**config.mk**
```make
export PLATFORM = sky130hd
export DESIGN_NAME = raster_grid_decimator_top
export DESIGN_NICKNAME = d
export VERILOG_FILES = /design/src/rgd_pkg.sv /design/src/raster_grid_decimator_top.sv /design/src/rgd_core.sv /design/src/rgd_fifo.sv
export SDC_FILE = /design/constraint.sdc
export NUM_CORES = 1
export LEC_CHECK = 0
export BUFFER_PORTS_ARGS = -buffer_cell sky130_fd_sc_hd__buf_2
export CORE_ASPECT_RATIO = 1.5
export CORE_UTILIZATION = 35
export CTS_CLUSTER_DIAMETER = 30
export DETAILED_ROUTE_END_ITERATION = 8
export PLACE_DENSITY = 0.54
export SYNTH_ARGS = -nofsm -noshare
export SYNTH_HDL_FRONTEND = slang
export SYNTH_SLANG_ARGS = --single-unit
```
**constraint.sdc**
```tcl
create_clock -name clk_i -period 8.23 [get_ports clk_i]
set_clock_uncertainty 0.1 [all_clocks]
set_input_delay 0 -clock clk_i [delete_from_list [all_inputs] [get_ports clk_i]]
set_output_delay 0 -clock clk_i [all_outputs]
set_load 0.005 [all_outputs]
```
**src/rgd_pkg.sv**
```systemverilog
// ----------------------------------------------------------------------------
// rgd_pkg: shared types and constants for the raster grid decimator
// Grid size, source size limits, counter widths and the result record.
// ----------------------------------------------------------------------------
`default_nettype none

package rgd_pkg;

  // Output grid and source limits
  localparam int unsigned OUT_ROWS = 15;
  localparam int unsigned OUT_COLS = 15;
  localparam int unsigned MAX_DIM  = 1024;

  // Field widths
  localparam int unsigned DIM_W   = 11;  // size registers
  localparam int unsigned VAL_W   = 8;   // cell value
  localparam int unsigned COORD_W = 4;   // out_row / out_col

  // Counter widths
  localparam int unsigned CNT_W = $clog2(MAX_DIM);
  localparam int unsigned GR_W  = $clog2(OUT_ROWS + 1);
  localparam int unsigned GC_W  = $clog2(OUT_COLS + 1);

  // Product widths for the threshold compares
  localparam int unsigned RP_W = DIM_W + GR_W;
  localparam int unsigned CP_W = DIM_W + GC_W + 1;

  // Result queue
  localparam int unsigned Q_DEPTH = 4;
  localparam int unsigned Q_AW    = $clog2(Q_DEPTH);
  localparam int unsigned Q_CW    = Q_AW + 1;

  // Register map
  localparam int unsigned APB_AW = 3;
  localparam int unsigned APB_DW = 32;
  localparam logic REG_SRC_ROWS = 1'b0;
  localparam logic REG_SRC_COLS = 1'b1;

  typedef struct packed {
    logic [VAL_W-1:0]   value;
    logic [COORD_W-1:0] row;
    logic [COORD_W-1:0] col;
    logic               last;
  } rgd_result_t;

  // Up to two results per source cell
  typedef struct packed {
    logic        vld0;
    logic        vld1;
    rgd_result_t r0;
    rgd_result_t r1;
  } rgd_push_t;

  // Zero acts as one, oversize acts as MAX_DIM
  function automatic logic [DIM_W-1:0] clamp_dim(input logic [DIM_W-1:0] v);
    logic [DIM_W-1:0] r;
    if (v == '0) begin
      r = DIM_W'(1);
    end else if (v > DIM_W'(MAX_DIM)) begin
      r = DIM_W'(MAX_DIM);
    end else begin
      r = v;
    end
    return r;
  endfunction

endpackage

`default_nettype wire

```
**src/raster_grid_decimator_top.sv**
```systemverilog
// ----------------------------------------------------------------------------
// raster_grid_decimator_top: nearest-neighbor downscale onto a 15x15 grid
// Source cells in raster order in, selected grid cells with coordinates out.
// ----------------------------------------------------------------------------
// Usage:
//   Input channel: one source cell (pixel_i) per valid/ready transaction, in
//   raster order, row by row. Output channel: one grid write per transaction
//   (out_value_o, out_row_o, out_col_o, last_o). The last cell of each frame
//   also produces a corner write (14,14) with last_o set, after any ordinary
//   write of that cell. Unwritten grid cells are zero at the consumer.
//   Sizes are set over the APB port: src_rows at 0x0, src_cols at 0x4.
//   An accepted cell waits in the input register until the queue has room;
//   its result is then registered in the queue and presented from there.
//   Throughput: one cell per cycle unless stalled; the two-result cell
//   at frame end is absorbed by the 4-entry result queue, which also sets how
//   far the block runs ahead of a stalled receiver. Frames of one or two
//   cells emit more writes than cells and pace the input to the output rate.
//   Stall: when the receiver holds off, the queue fills and in_ready_o drops
//   once fewer than two entries are free; nothing is lost.
//   Reset: counters and queue clear, both size registers return to 15.
// ----------------------------------------------------------------------------
`default_nettype none

module raster_grid_decimator_top (
  input  wire logic                          clk_i,
  input  wire logic                          rst_ni,
  // APB configuration port
  input  wire logic                          psel,
  input  wire logic                          penable,
  input  wire logic                          pwrite,
  input  wire logic [rgd_pkg::APB_AW-1:0]    paddr,
  input  wire logic [rgd_pkg::APB_DW-1:0]    pwdata,
  output logic      [rgd_pkg::APB_DW-1:0]    prdata,
  output logic                               pready,
  // Source cell stream
  input  wire logic                          in_valid_i,
  output logic                               in_ready_o,
  input  wire logic [rgd_pkg::VAL_W-1:0]     pixel_i,
  // Grid write stream
  output logic                               out_valid_o,
  input  wire logic                          out_ready_i,
  output logic      [rgd_pkg::VAL_W-1:0]     out_value_o,
  output logic      [rgd_pkg::COORD_W-1:0]   out_row_o,
  output logic      [rgd_pkg::COORD_W-1:0]   out_col_o,
  output logic                               last_o
);

  // Configuration registers
  logic [rgd_pkg::DIM_W-1:0] src_rows_q, src_cols_q;
  logic                      cfg_wr;
  logic                      reg_sel;

  assign pready  = 1'b1;
  assign reg_sel = paddr[2];
  assign cfg_wr  = psel && penable && pwrite;

  always_ff @(posedge clk_i or negedge rst_ni) begin
    if (!rst_ni) begin
      src_rows_q <= rgd_pkg::DIM_W'(15);
      src_cols_q <= rgd_pkg::DIM_W'(15);
    end else if (cfg_wr) begin
      case (reg_sel)
        rgd_pkg::REG_SRC_ROWS: src_rows_q <= pwdata[rgd_pkg::DIM_W-1:0];
        rgd_pkg::REG_SRC_COLS: src_cols_q <= pwdata[rgd_pkg::DIM_W-1:0];
        default: ;
      endcase
    end
  end

  always_comb begin
    case (reg_sel)
      rgd_pkg::REG_SRC_ROWS: prdata = rgd_pkg::APB_DW'(src_rows_q);
      rgd_pkg::REG_SRC_COLS: prdata = rgd_pkg::APB_DW'(src_cols_q);
      default:               prdata = '0;
    endcase
  end

  // Input register: holds one accepted cell until the core steps on it
  logic                      ivld_q, ivld_d;
  logic [rgd_pkg::VAL_W-1:0] pix_q;
  logic                      room, fire, in_acc;

  assign fire       = ivld_q && room;
  assign in_ready_o = !ivld_q || room;
  assign in_acc     = in_valid_i && in_ready_o;

  always_comb begin
    if (in_acc) begin
      ivld_d = 1'b1;
    end else if (fire) begin
      ivld_d = 1'b0;
    end else begin
      ivld_d = ivld_q;
    end
  end

  always_ff @(posedge clk_i or negedge rst_ni) begin
    if (!rst_ni) begin
      ivld_q <= 1'b0;
    end else begin
      ivld_q <= ivld_d;
    end
  end

  always_ff @(posedge clk_i) begin
    if (in_acc) begin
      pix_q <= pixel_i;
    end
  end

  // Selection core
  rgd_pkg::rgd_push_t   push;
  rgd_pkg::rgd_result_t head;

  rgd_core u_core (
    .clk_i   (clk_i),
    .rst_ni  (rst_ni),
    .step_i  (fire),
    .pixel_i (pix_q),
    .rows_i  (rgd_pkg::clamp_dim(src_rows_q)),
    .cols_i  (rgd_pkg::clamp_dim(src_cols_q)),
    .push_o  (push)
  );

  // Result queue, output side
  rgd_fifo u_fifo (
    .clk_i   (clk_i),
    .rst_ni  (rst_ni),
    .push_i  (push),
    .room_o  (room),
    .head_o  (head),
    .valid_o (out_valid_o),
    .ready_i (out_ready_i)
  );

  assign out_value_o = head.value;
  assign out_row_o   = head.row;
  assign out_col_o   = head.col;
  assign last_o      = head.last;

`ifndef NO_ASSERTIONS
  // The frame-end write always targets the corner cell
  a_last_corner: assert property (@(posedge clk_i) disable iff (!rst_ni)
    out_valid_o && last_o |->
      out_row_o == rgd_pkg::COORD_W'(rgd_pkg::OUT_ROWS - 1) &&
      out_col_o == rgd_pkg::COORD_W'(rgd_pkg::OUT_COLS - 1))
    else $error("last write not at grid corner");

  // Input stalls only with a cell held in the input register
  a_stall_held: assert property (@(posedge clk_i) disable iff (!rst_ni)
    !in_ready_o |-> ivld_q)
    else $error("input stalled with empty input register");

  // A second result per cell is always the frame-end corner write
  a_second_last: assert property (@(posedge clk_i) disable iff (!rst_ni)
    push.vld1 |-> push.vld0 && push.r1.last && !push.r0.last)
    else $error("bad second result");

  // The core never steps without a held cell
  a_step_src: assert property (@(posedge clk_i) disable iff (!rst_ni)
    push.vld0 |-> ivld_q && room)
    else $error("result without source cell");
`endif

endmodule

`default_nettype wire

```
**src/rgd_core.sv**
```systemverilog
// ----------------------------------------------------------------------------
// rgd_core: raster position counters and cell selection
// Tracks the source position and grid progress, emits up to two results.
// ----------------------------------------------------------------------------
`default_nettype none

module rgd_core (
  input  wire logic                       clk_i,
  input  wire logic                       rst_ni,
  input  wire logic                       step_i,
  input  wire logic [rgd_pkg::VAL_W-1:0]  pixel_i,
  input  wire logic [rgd_pkg::DIM_W-1:0]  rows_i,
  input  wire logic [rgd_pkg::DIM_W-1:0]  cols_i,
  output rgd_pkg::rgd_push_t              push_o
);

  logic [rgd_pkg::CNT_W-1:0] row_cnt_q, row_cnt_d;
  logic [rgd_pkg::CNT_W-1:0] col_cnt_q, col_cnt_d;
  logic [rgd_pkg::GR_W-1:0]  grid_row_q, grid_row_d;
  logic [rgd_pkg::GC_W-1:0]  grid_col_q, grid_col_d;
  logic                      row_taken_q, row_taken_d;

  logic [rgd_pkg::RP_W-1:0] row_prod, row_lim;
  logic [rgd_pkg::CP_W-1:0] col_prod, col_lim;
  logic row_ok, taken, cell_take, row_end, frame_end;
  rgd_pkg::rgd_result_t cell_res, corner_res;

  // floor(a/N) <= c  <=>  a < N*(c+1): no divider needed
  always_comb begin
    row_prod = rgd_pkg::RP_W'(rows_i) * rgd_pkg::RP_W'(grid_row_q);
    row_lim  = rgd_pkg::RP_W'(rgd_pkg::OUT_ROWS) * (rgd_pkg::RP_W'(row_cnt_q) + 1'b1);
    col_prod = rgd_pkg::CP_W'(cols_i) * (rgd_pkg::CP_W'(grid_col_q) + 1'b1);
    col_lim  = rgd_pkg::CP_W'(rgd_pkg::OUT_COLS) * (rgd_pkg::CP_W'(col_cnt_q) + 1'b1);

    row_ok    = (grid_row_q < rgd_pkg::GR_W'(rgd_pkg::OUT_ROWS)) && (row_prod < row_lim);
    taken     = (col_cnt_q == '0) ? row_ok : row_taken_q;
    cell_take = taken && (grid_col_q < rgd_pkg::GC_W'(rgd_pkg::OUT_COLS))
                && (col_prod < col_lim);
    row_end   = rgd_pkg::DIM_W'(col_cnt_q) >= (cols_i - 1'b1);
    frame_end = row_end && (rgd_pkg::DIM_W'(row_cnt_q) >= (rows_i - 1'b1));
  end

  always_comb begin
    grid_col_d  = row_end ? '0 : grid_col_q + rgd_pkg::GC_W'(cell_take);
    col_cnt_d   = row_end ? '0 : col_cnt_q + 1'b1;
    row_taken_d = frame_end ? 1'b0 : taken;
    if (frame_end) begin
      grid_row_d = '0;
      row_cnt_d  = '0;
    end else begin
      grid_row_d = grid_row_q + rgd_pkg::GR_W'(row_end && taken);
      row_cnt_d  = row_cnt_q + rgd_pkg::CNT_W'(row_end);
    end
  end

  always_ff @(posedge clk_i or negedge rst_ni) begin
    if (!rst_ni) begin
      row_cnt_q   <= '0;
      col_cnt_q   <= '0;
      grid_row_q  <= '0;
      grid_col_q  <= '0;
      row_taken_q <= 1'b0;
    end else if (step_i) begin
      row_cnt_q   <= row_cnt_d;
      col_cnt_q   <= col_cnt_d;
      grid_row_q  <= grid_row_d;
      grid_col_q  <= grid_col_d;
      row_taken_q <= row_taken_d;
    end
  end

  always_comb begin
    cell_res.value   = pixel_i;
    cell_res.row     = rgd_pkg::COORD_W'(grid_row_q);
    cell_res.col     = rgd_pkg::COORD_W'(grid_col_q);
    cell_res.last    = 1'b0;
    corner_res.value = pixel_i;
    corner_res.row   = rgd_pkg::COORD_W'(rgd_pkg::OUT_ROWS - 1);
    corner_res.col   = rgd_pkg::COORD_W'(rgd_pkg::OUT_COLS - 1);
    corner_res.last  = 1'b1;

    // Ordinary write goes first, corner write after it
    push_o.vld0 = step_i && (cell_take || frame_end);
    push_o.vld1 = step_i && cell_take && frame_end;
    push_o.r0   = cell_take ? cell_res : corner_res;
    push_o.r1   = corner_res;
  end

endmodule

`default_nettype wire

```
**src/rgd_fifo.sv**
```systemverilog
// ----------------------------------------------------------------------------
// rgd_fifo: small result queue
// Takes up to two results per cycle, hands out one per transaction.
// ----------------------------------------------------------------------------
`default_nettype none

module rgd_fifo (
  input  wire logic            clk_i,
  input  wire logic            rst_ni,
  input  wire rgd_pkg::rgd_push_t push_i,
  output logic                 room_o,
  output rgd_pkg::rgd_result_t head_o,
  output logic                 valid_o,
  input  wire logic            ready_i
);

  rgd_pkg::rgd_result_t mem_q [rgd_pkg::Q_DEPTH];
  logic [rgd_pkg::Q_AW-1:0] wr_q, wr_d, rd_q, rd_d, wr_second;
  logic [rgd_pkg::Q_CW-1:0] cnt_q, cnt_d;
  logic pop;

  assign pop       = valid_o && ready_i;
  assign valid_o   = cnt_q != '0;
  assign head_o    = mem_q[rd_q];
  assign room_o    = cnt_q <= rgd_pkg::Q_CW'(rgd_pkg::Q_DEPTH - 2);
  assign wr_second = wr_q + rgd_pkg::Q_AW'(push_i.vld0);

  always_comb begin
    wr_d  = wr_q + rgd_pkg::Q_AW'(push_i.vld0) + rgd_pkg::Q_AW'(push_i.vld1);
    rd_d  = rd_q + rgd_pkg::Q_AW'(pop);
    cnt_d = cnt_q + rgd_pkg::Q_CW'(push_i.vld0) + rgd_pkg::Q_CW'(push_i.vld1)
            - rgd_pkg::Q_CW'(pop);
  end

  always_ff @(posedge clk_i or negedge rst_ni) begin
    if (!rst_ni) begin
      wr_q  <= '0;
      rd_q  <= '0;
      cnt_q <= '0;
    end else begin
      wr_q  <= wr_d;
      rd_q  <= rd_d;
      cnt_q <= cnt_d;
    end
  end

  always_ff @(posedge clk_i) begin
    if (push_i.vld0) begin
      mem_q[wr_q] <= push_i.r0;
    end
    if (push_i.vld1) begin
      mem_q[wr_second] <= push_i.r1;
    end
  end

endmodule

`default_nettype wire
```
# ---- Word level (Yosys, flattened, before mapping)
# Memory sizes are Yosys's and may differ from the RTL's.
# Cells that the tools add are included.
dict set report word_totals {
  latch_bits 0
  word_cells 83
  mem_bits_rw 68
  mem_bits_ro 0
  mem_count 1
  inputBits 50
  output_inout_bits 52
  regBits 67
}
# name words width read_ports rd_clocked_by_memory_dff wr line
set memory_table {}
lappend memory_table {u_fifo.mem_q 4 17 1 0 2 rgd_fifo.sv:17} ;# rgd_pkg::rgd_result_t mem_q [rgd_pkg::Q_DEPTH];
dict set report op_classes {
  div_mod_pow 0
  muxes 18
  shift 0
  eq_ne 0
  reduce_logical 23
  order_cmp 9
  n_addsub 15
  bitwise_logic 1
  n_mul 4
}
# cell n
set op_table {}
lappend op_table {{32-bit one-hot mux with 2 select lines} 1}
lappend op_table {{11-bit two-way mux} 4}
lappend op_table {{10-bit by 1-bit adder with 11-bit output (second input constant)} 2}
lappend op_table {{10-bit by 11-bit greater-or-equal comparator with 1-bit output} 2}
lappend op_table {{11-bit greater-than comparator (second input constant)} 2}
lappend op_table {{11-bit logical NOT} 2}
lappend op_table {{11-bit by 1-bit subtractor with 11-bit output (second input constant)} 2}
lappend op_table {{10-bit two-way mux} 2}
lappend op_table {{16-bit less-than comparator} 1}
lappend op_table {{11-bit by 16-bit multiplier with 16-bit output} 1}
lappend op_table {{4-bit by 16-bit multiplier with 16-bit output (first input constant)} 1}
lappend op_table {{15-bit less-than comparator} 1}
lappend op_table {{11-bit by 4-bit multiplier with 15-bit output} 1}
lappend op_table {{4-bit by 15-bit multiplier with 15-bit output (first input constant)} 1}
lappend op_table {{1-bit logical AND} 13}
lappend op_table {{10-bit by 1-bit adder with 10-bit output} 1}
lappend op_table {{10-bit by 1-bit adder with 10-bit output (second input constant)} 1}
lappend op_table {{10-bit logical NOT} 1}
lappend op_table {{9-bit two-way mux} 1}
lappend op_table {{4-bit by 1-bit adder with 4-bit output} 2}
lappend op_table {{4-bit less-than comparator (second input constant)} 2}
lappend op_table {{1-bit two-way mux} 8}
lappend op_table {{4-bit two-way mux} 2}
lappend op_table {{2-bit by 1-bit adder with 2-bit output} 3}
lappend op_table {{other kinds (10)} 13}

# ---- Longest topological paths before layout
# Gate-level depths: netlist (run 1).
dict set report depth {
  word_depth 14
  mapped_depth 35
  depth_no_buf 31
}

# ---- Modules after synthesis
# A second synthesis (run 1) with hierarchy kept.
dict set report unflattened {
  cells_unflattened 1358
  hier_area_um2 13968.4
}
# module cells_per_inst seq_area_each_um2 n_inst area_per_inst_um2
set by_module_without_submodules {}
lappend by_module_without_submodules {rgd_core 1025 725.7 1 8543.2}
lappend by_module_without_submodules {rgd_fifo 203 2217.1 1 3706.1}
lappend by_module_without_submodules {raster_grid_decimator_top 130 825.8 1 1719.1}

# ---- Worst setup path after synthesis (run 1)
# Ideal clock, no wire load.
dict set report synth_path {
  path_type {reg-to-reg}
  start {register src_cols_q[3] (netlist name)}
  end {memory u_fifo.mem_q[0][10] (netlist name) (enable)}
  n_path_buf 5
  synth_period_minus_slack_ns 8.321
  stages_incl_launch_ff 30
  setup_time_ns 0.300
  arrival_time_ns 7.921
  required_time_ns 7.830
  slack_ns -0.091
  cell_sequence {dfstp_2 buf_2 or4_4 buf_6 o32a_1 or2_2 fa_1 fa_1 fa_1 inv_1 ha_1 nor2b_1 o21ai_0 a21oi_1 o41ai_1 o21ai_0 nor4_1 nor3_1 xor2_1 ha_1 a21o_1 a211o_1 or3_1 buf_4 buf_2 a21oi_1 ha_1 or4_1 a31oi_4 buf_6}
}
# item line
set synth_rtl {}
lappend synth_rtl {{start: declaration} raster_grid_decimator_top.sv:49} ;# logic [rgd_pkg::DIM_W-1:0] src_rows_q, src_cols_q;
lappend synth_rtl {{start signal: assignment} raster_grid_decimator_top.sv:60} ;# src_cols_q <= rgd_pkg::DIM_W'(15);
lappend synth_rtl {{start signal: assignment} raster_grid_decimator_top.sv:64} ;# rgd_pkg::REG_SRC_COLS: src_cols_q <= pwdata[rgd_pkg::DIM_W-1:0];
lappend synth_rtl {{end: declaration} rgd_fifo.sv:17}

==> impl_metrics.toml, run 1 <==
[yosys]
postSynthRegisterBits = 135
synth.cell_area_um2 = 13000
synth_edf_count = 40
async_flop_share = 0.437
ys_seq_area_frac = 0.262
synthesized_area_per_cell_um2 = 9.52
postSynth.topFlopCell = "dfrtp_1"
number_of_warnings_reported_in_the_yosys_synthesis_log = 0
syn_inst = 1369
synth_cell_type_count = 65

[layout]
postLayoutCoreUtil = 0.409
num_antenna_cells = 0
multi_input_comb_area_um2 = 8790
finish.cell_count_without_fillers = 1964
nNetsFinal = 1745
fraction_of_final_layout_cells_with_drive_strength_greater_than_1 = 0.160
post_synthesis_to_final_layout_area_growth_pct = 15.3
nFillCells = 3621
register_area_um2 = 3410

[floorplanning]
coreArea_um2 = 36700
start_util = 0.355
die_h_um = 238
fp.dieArea_um2 = 38000
boundaryPins = 102
floorplan.die.width_um = 160
std_cell_rows = 86

[pwr]
worst_ir_drop_vdd_mv = 0.228
total_power_uw = 4820
power_per_cell_area_nw_per_um2 = 321
p_leak_uw = 0.00710

[grt]
globalRouteTotalUtil = 0.172
grt_use_met3 = 0.0195
busiest_layer = "met2"
global_route.usage.met2 = 0.337
antenna_found_initial = 0
grt_start_max_net_pins = 60
number_of_global_route_vias_before_repair = 10200
grt_first_pass_wirelength_mm = 51.8
grt_use_met1 = 0.182
grt_residual_overflow = 0

[critical_path]
crit_path_start = "src_cols_q[2]"
cp_launch_type = "flop"
category_of_the_worst_setup_path_capture_point = "flop"
critPathRequiredTime_ps = 8290
rr_worst_depth = 25
critical_path.reg2reg.endpoint = "u_fifo.mem_q[0][12]"
crit_type = "flop to flop"
r2r_setup_slack_ps = 250
timing.critical_path.slowest_cell_delay_ps = 580
worst_ep_arrival_time_ps = 8040
crit-reg2reg-launch = "src_cols_q[2]"
cpMaxStageDelayCell = "or4_4"
critical_path.endpoint = "u_fifo.mem_q[0][12]"
critical_path_peak_fanout = 6

[cts]
cts_buffer_depth = 2
cts_root_buf = "clkbuf_16"
clk_latency_ps = 430
clkSinkCount = 135
cts_made_buffers = 17
tritoncts = "yes"
path_clk_slew_ps = 70
htreeDepth = 4

[routing]
drt.antenna.violating_nets = 0
detail_route.wirelength_mm = 31.6
first_pass_iters = 5
remaining_drc_errors = 0
initialDrtViolationCount = 406
wl_per_cell_um = 16.1
vias = 9974
routed_via_density = 5.08

[placed_design]
buffer_ports.inserted = 56
place_hpwl_mm = 24.7
numPlacedInstances = 1906
routabilityCongestion = 0.816

[job]
cap_viol_max_count = 0

[timing]
whs_ps = 143
timing.slew.headroom = 0.382
slew_viol_final = 0
final.min_clock_period_ps = 7980
max_slew.worst_pin.slew_ps = 927
finalSetupViolCount = 0
hold_viol_final = 0
post-route-period-util = 0.970
timing.fmax_mhz = 125

[worst_hold_path]
tightest_hold_check_type = "input pin to async pin"

[run_status]
run_status = "finished clean"
-- synth_stat cells, types with 25 or more instances --
master | instances | area share
ha_1 | 145 | 0.14
inv_1 | 143 | 0.041
nand2_1 | 100 | 0.029
fa_1 | 83 | 0.13
nor2_1 | 83 | 0.024
and2_1 | 69 | 0.033
a21oi_1 | 65 | 0.025
dfrtp_1 | 51 | 0.098
o21ai_0 | 46 | 0.018
clkbuf_1 | 41 | 0.012
edfxtp_1 | 40 | 0.092
xnor2_1 | 38 | 0.026
dfxtp_1 | 36 | 0.055
xor2_1 | 36 | 0.024
mux2_2 | 33 | 0.029
nand3_1 | 32 | 0.012
o32a_1 | 28 | 0.022
nand2b_1 | 26 | 0.012
nor3_1 | 26 | 0.010
buf_4 | 25 | 0.014
-- state kept, by name (all words and copies together) (netlist names) --
signal              cells
u_core.grid_col_q       4
u_fifo.cnt_q            3
u_fifo.mem_q           68
src_rows_q             11
u_core.row_cnt_q       10
pix_q                   8
u_core.row_taken_q      1
u_core.col_cnt_q       10
u_core.grid_row_q       4
src_cols_q             11
u_fifo.rd_q             2
u_fifo.wr_q             2
ivld_q                  1
-- placed cells by master (no fill, tap or decap), types with 19 or more instances in the layout --
master         instances
buf_4                 52
buf_2                 56
nand2_1              100
inv_1                143
a21oi_1               63
clkbuf_16             19
edfxtp_1              40
dfrtp_1               51
o21ai_0               44
nor3_1                26
nor2_1                83
nand2b_1              26
mux2_2                33
dlygate4sd3_1         22
and2_1                69
dfxtp_1               36
nand3_1               32
ha_1                 145
conb_1                22
o32a_1                28
xor2_1                36
fa_1                  83
xnor2_1               37
-- per-stage QoR --
step,setup WS [ps],setup TNS [ps],instance area [µm²]
after global routing,-21.1,-106,15000
after CTS,98.9,0,14900
final,249,0,15000
after detailed placement,132,0,14000
after floorplan,34.8,0,13100
after global placement,215,0,14000
-- repair_timing --
item | 4_1_cts | 5_1_grt
endpoints found under the hold margin | 84 | 0
resized for setup | 0 | 11
buffers inserted | 0 | 1
hold buffers | 22 | 0
endpoints found under the setup margin | 0 | 94
-- per-layer routing --
metal | routed length, µm | up-vias
met3 | 676 | 50
met4 | 947 | 0
li1 | - | 4893
met2 | 17700 | 155
met5 | 0 | -
met1 | 12300 | 4876
-- layout make-up --
type,count,area share
Tap cell,484,0.0403
Multi-Input combinational cell,1029,0.586
Inverter,146,0.0365
Timing Repair Buffer,138,0.0701
Clock buffer,17,0.0283
Sequential cell,135,0.227
Clock inverter,15,0.0122
-- worst min path at each step --
| stage | from | endpoint | slack (ps) |
|---|---|---|---|
| floorplan | rst_ni | ivld_q | -400 |
| global placement | pixel_i[1] | pix_q[1] | 80 |
| detailed placement | pixel_i[1] | pix_q[1] | 80 |
| CTS | pixel_i[5] | pix_q[5] | 150 |
| global route | pixel_i[1] | pix_q[1] | 160 |
| finish | rst_ni | u_fifo.cnt_q[2] | 140 |
-- critical path: cells and delay by family, from the launching register on --
kind            cells  cell delay, ps
simple gates        4            1790
buf+inv             3             340
compound gates     11            2470
fa+ha+maj           6            2500
flops               1             370
xor+xnor            1             160
-- power by group --
group	internal [µW]	total, µW	switching (µW)
registers	945	1100	156
logic	1300	2930	1630
clock network	459	792	332
total	2700	4820	2120
-- cells by family (layout without fill, tap and decap cells) --
group                    after synthesis  count (layout)  synth area share
multiplexers                          50              50            0.0579
buffers and inverters                225             316            0.0746
XOR/XNOR                              74              74            0.0497
adder cells (fa/ha/maj)              228             228             0.267
flip-flops                           135             135             0.262
AO/OA/AOI/OAI                        242             242             0.130
other                                  2              22          0.000576
AND/OR/NAND/NOR                      413             413             0.159
(Power assumes the default switching activity.)
==> run 2, diff against run 1 <==
--- a/config.mk
+++ b/config.mk
@@ -11,6 +11,7 @@
 export CTS_CLUSTER_DIAMETER = 30
 export DETAILED_ROUTE_END_ITERATION = 8
 export PLACE_DENSITY = 0.54
+export SLEW_MARGIN = 20
 export SYNTH_ARGS = -nofsm -noshare
 export SYNTH_HDL_FRONTEND = slang
 export SYNTH_SLANG_ARGS = --single-unit
==> constraint.sdc (replaced) <==
create_clock -name clk_i -period 8.23 [get_ports clk_i]
set_clock_uncertainty 0.1 [all_clocks]
set_input_delay 1.646 -clock clk_i [delete_from_list [all_inputs] [get_ports clk_i]]
set_output_delay 1.646 -clock clk_i [all_outputs]
set_load 0.005 [all_outputs]
==> impl_metrics.toml, run 2 (synthesis results as in run 1) <==
[cts]
cts_buffer_depth = 2
clkSinkCount = 135
post_cts_hold_buffer_count = 0
clk_latency_ps = 440
path_clk_slew_ps = 70
htreeDepth = 4
cts_root_buf = "clkbuf_16"
cts_made_buffers = 17
tritoncts = "yes"

[worst_hold_path]
holdCritStartpoint = "u_fifo.mem_q[2][4]"
tightest_hold_check_type = "flop to flop"
timing.hold.worst_path_depth = 1
worst_hold_path.endpoint = "u_fifo.mem_q[2][4]"

[timing]
slew_viol_final = 0
max_slew.worst_pin.slew_ps = 912
rsz0062_at_grt = "no"
timing.fmax_mhz = 127
final.min_clock_period_ps = 7880
hold_viol_final = 0
whs_ps = 368
finalSetupViolCount = 0
tns_ps = 0
post-route-period-util = 0.957
timing.slew.headroom = 0.392

[floorplanning]
std_cell_rows = 86
die_h_um = 238
boundaryPins = 102
fp.dieArea_um2 = 38000
floorplan.die.width_um = 160
start_util = 0.355
coreArea_um2 = 36700

[routing]
routed_via_density = 5.16
first_pass_iters = 5
initialDrtViolationCount = 410
vias = 10000
remaining_drc_errors = 0
wl_per_cell_um = 16.5
detail_route.wirelength_mm = 32.1
drt.antenna.violating_nets = 0

[pwr]
p_seq_frac = 0.229
switching_power_uw = 2160
internal_power_uw = 2670
power_frac_comb = 0.613
worst_ir_drop_vdd_mv = 0.202
power_per_cell_area_nw_per_um2 = 324
fraction_of_power_consumed_by_the_clock_network = 0.159
p_leak_uw = 0.00705
netSwitchingFraction = 0.447
total_power_uw = 4830

[layout]
post_synthesis_to_final_layout_area_growth_pct = 14.5
most_flops_register = "u_fifo.mem_q"
nNetsFinal = 1728
fraction_of_final_layout_cells_with_drive_strength_greater_than_1 = 0.170
final_cell_mix = "inv_1 (143), ha_1 (143), nand2_1 (100), nor2_1 (83), fa_1 (83)"
num_antenna_cells = 0
largest_registers = "u_fifo.mem_q: 68 flops, src_cols_q: 11 flops, src_rows_q: 11 flops"
largest_register_ffs = 68
postLayoutCellArea_um2 = 14900
nFillCells = 3625

[critical_path]
critical_path.reg2reg.endpoint = "u_fifo.mem_q[0][13]"
critPathRequiredTime_ps = 8290
category_of_the_worst_setup_path_capture_point = "flop"
r2r_setup_slack_ps = 350
crit_type = "flop to flop"
crit-reg2reg-launch = "src_cols_q[2]"
rr_worst_depth = 26
critical_path_peak_fanout = 6
worst_ep_arrival_time_ps = 7940
cp_launch_type = "flop"

[placed_design]
place_hpwl_mm = 25.0
buffer_ports.inserted = 56
post_place_instance_area_um2 = 14100
routabilityCongestion = 0.807

[grt]
grt_start_max_net_pins = 60
antenna_found_initial = 0
grt_first_pass_wirelength_mm = 52.2
globalRouteTotalUtil = 0.173
grt_residual_overflow = 0
number_of_global_route_vias_before_repair = 10200

[job]
cap_viol_max_count = 0

[run_status]
run_status = "finished clean"
## run 2: timing repair
action	4_1_cts	5_1_grt
setup endpoints to repair	0	95
resized for setup	0	19
buffers inserted	0	1
hold endpoints to repair	0	0
## run 2: power groups by stage
stage	Combinational (µW)	Sequential [µW]	Clock (µW)
floorplan	2010	1040	0
global placement	2760	1110	0
detailed placement	2810	1110	0
CTS	2820	1100	780
global route	3330	1130	809
finish	2960	1100	767
## run 2: how the worst max path moves through the flow
stage / start / to / slack (ps) / cells after the start
after detailed placement: src_cols_q[2] / u_fifo.mem_q[0][10] / 120 / 25
after CTS: src_cols_q[2] / u_fifo.mem_q[0][9] / 90 / 25
after global routing: src_rows_q[4] / u_fifo.mem_q[0][14] / 1 / 31
after global placement: src_cols_q[2] / u_fifo.mem_q[0][9] / 130 / 25
final: src_cols_q[2] / u_fifo.mem_q[0][13] / 350 / 26
after floorplan: src_cols_q[3] / u_fifo.mem_q[0][10] / 30 / 29
## run 2: cell type report
cell class / count / area, µm² / area share
Multi-Input combinational cell: 1029 / 8850 / 0.593
Sequential cell: 135 / 3410 / 0.228
Timing Repair Buffer: 121 / 900 / 0.0603
Tap cell: 484 / 606 / 0.0406
Inverter: 146 / 548 / 0.0367
Clock buffer: 17 / 425 / 0.0285
Clock inverter: 15 / 183 / 0.0122
## run 2: per-stage QoR
stage                     setup slack [ps]  std cells   util
after floorplan                       34.8       1389      -
after global placement                 135       1910  0.384
after detailed placement               116       1910  0.384
after CTS                             86.2       1942  0.401
after global routing                  1.49       1947  0.407
final                                  350       1947  0.407
## run 2: routing by layer
layer,up-vias,share of wire,GRT usage
li1,4867,-,-
met2,168,0.57,0.340
met3,49,0.021,0.0177
met1,4964,0.38,0.187
met4,0,0.030,0.0664
met5,-,0,0
## run 2: critical path, cell delays in order (launching register included)
cell       delay, ps
dfstp_2          370
or4_4            550
o32a_1           380
or2_2            310
fa_1             560
fa_1             460
fa_1             550
inv_1             70
ha_4             250
nor2b_1          130
o21ai_2          140
a21oi_2          110
o41ai_4          390
o21ai_2          100
nor4_1           230
nor3_1           100
xor2_1           150
ha_1             310
a21o_1           160
a211o_1          330
or3_4            360
a21oi_4          180
ha_2             300
or4_4            560
a31oi_4          170
buf_12           150
clkbuf_16        140
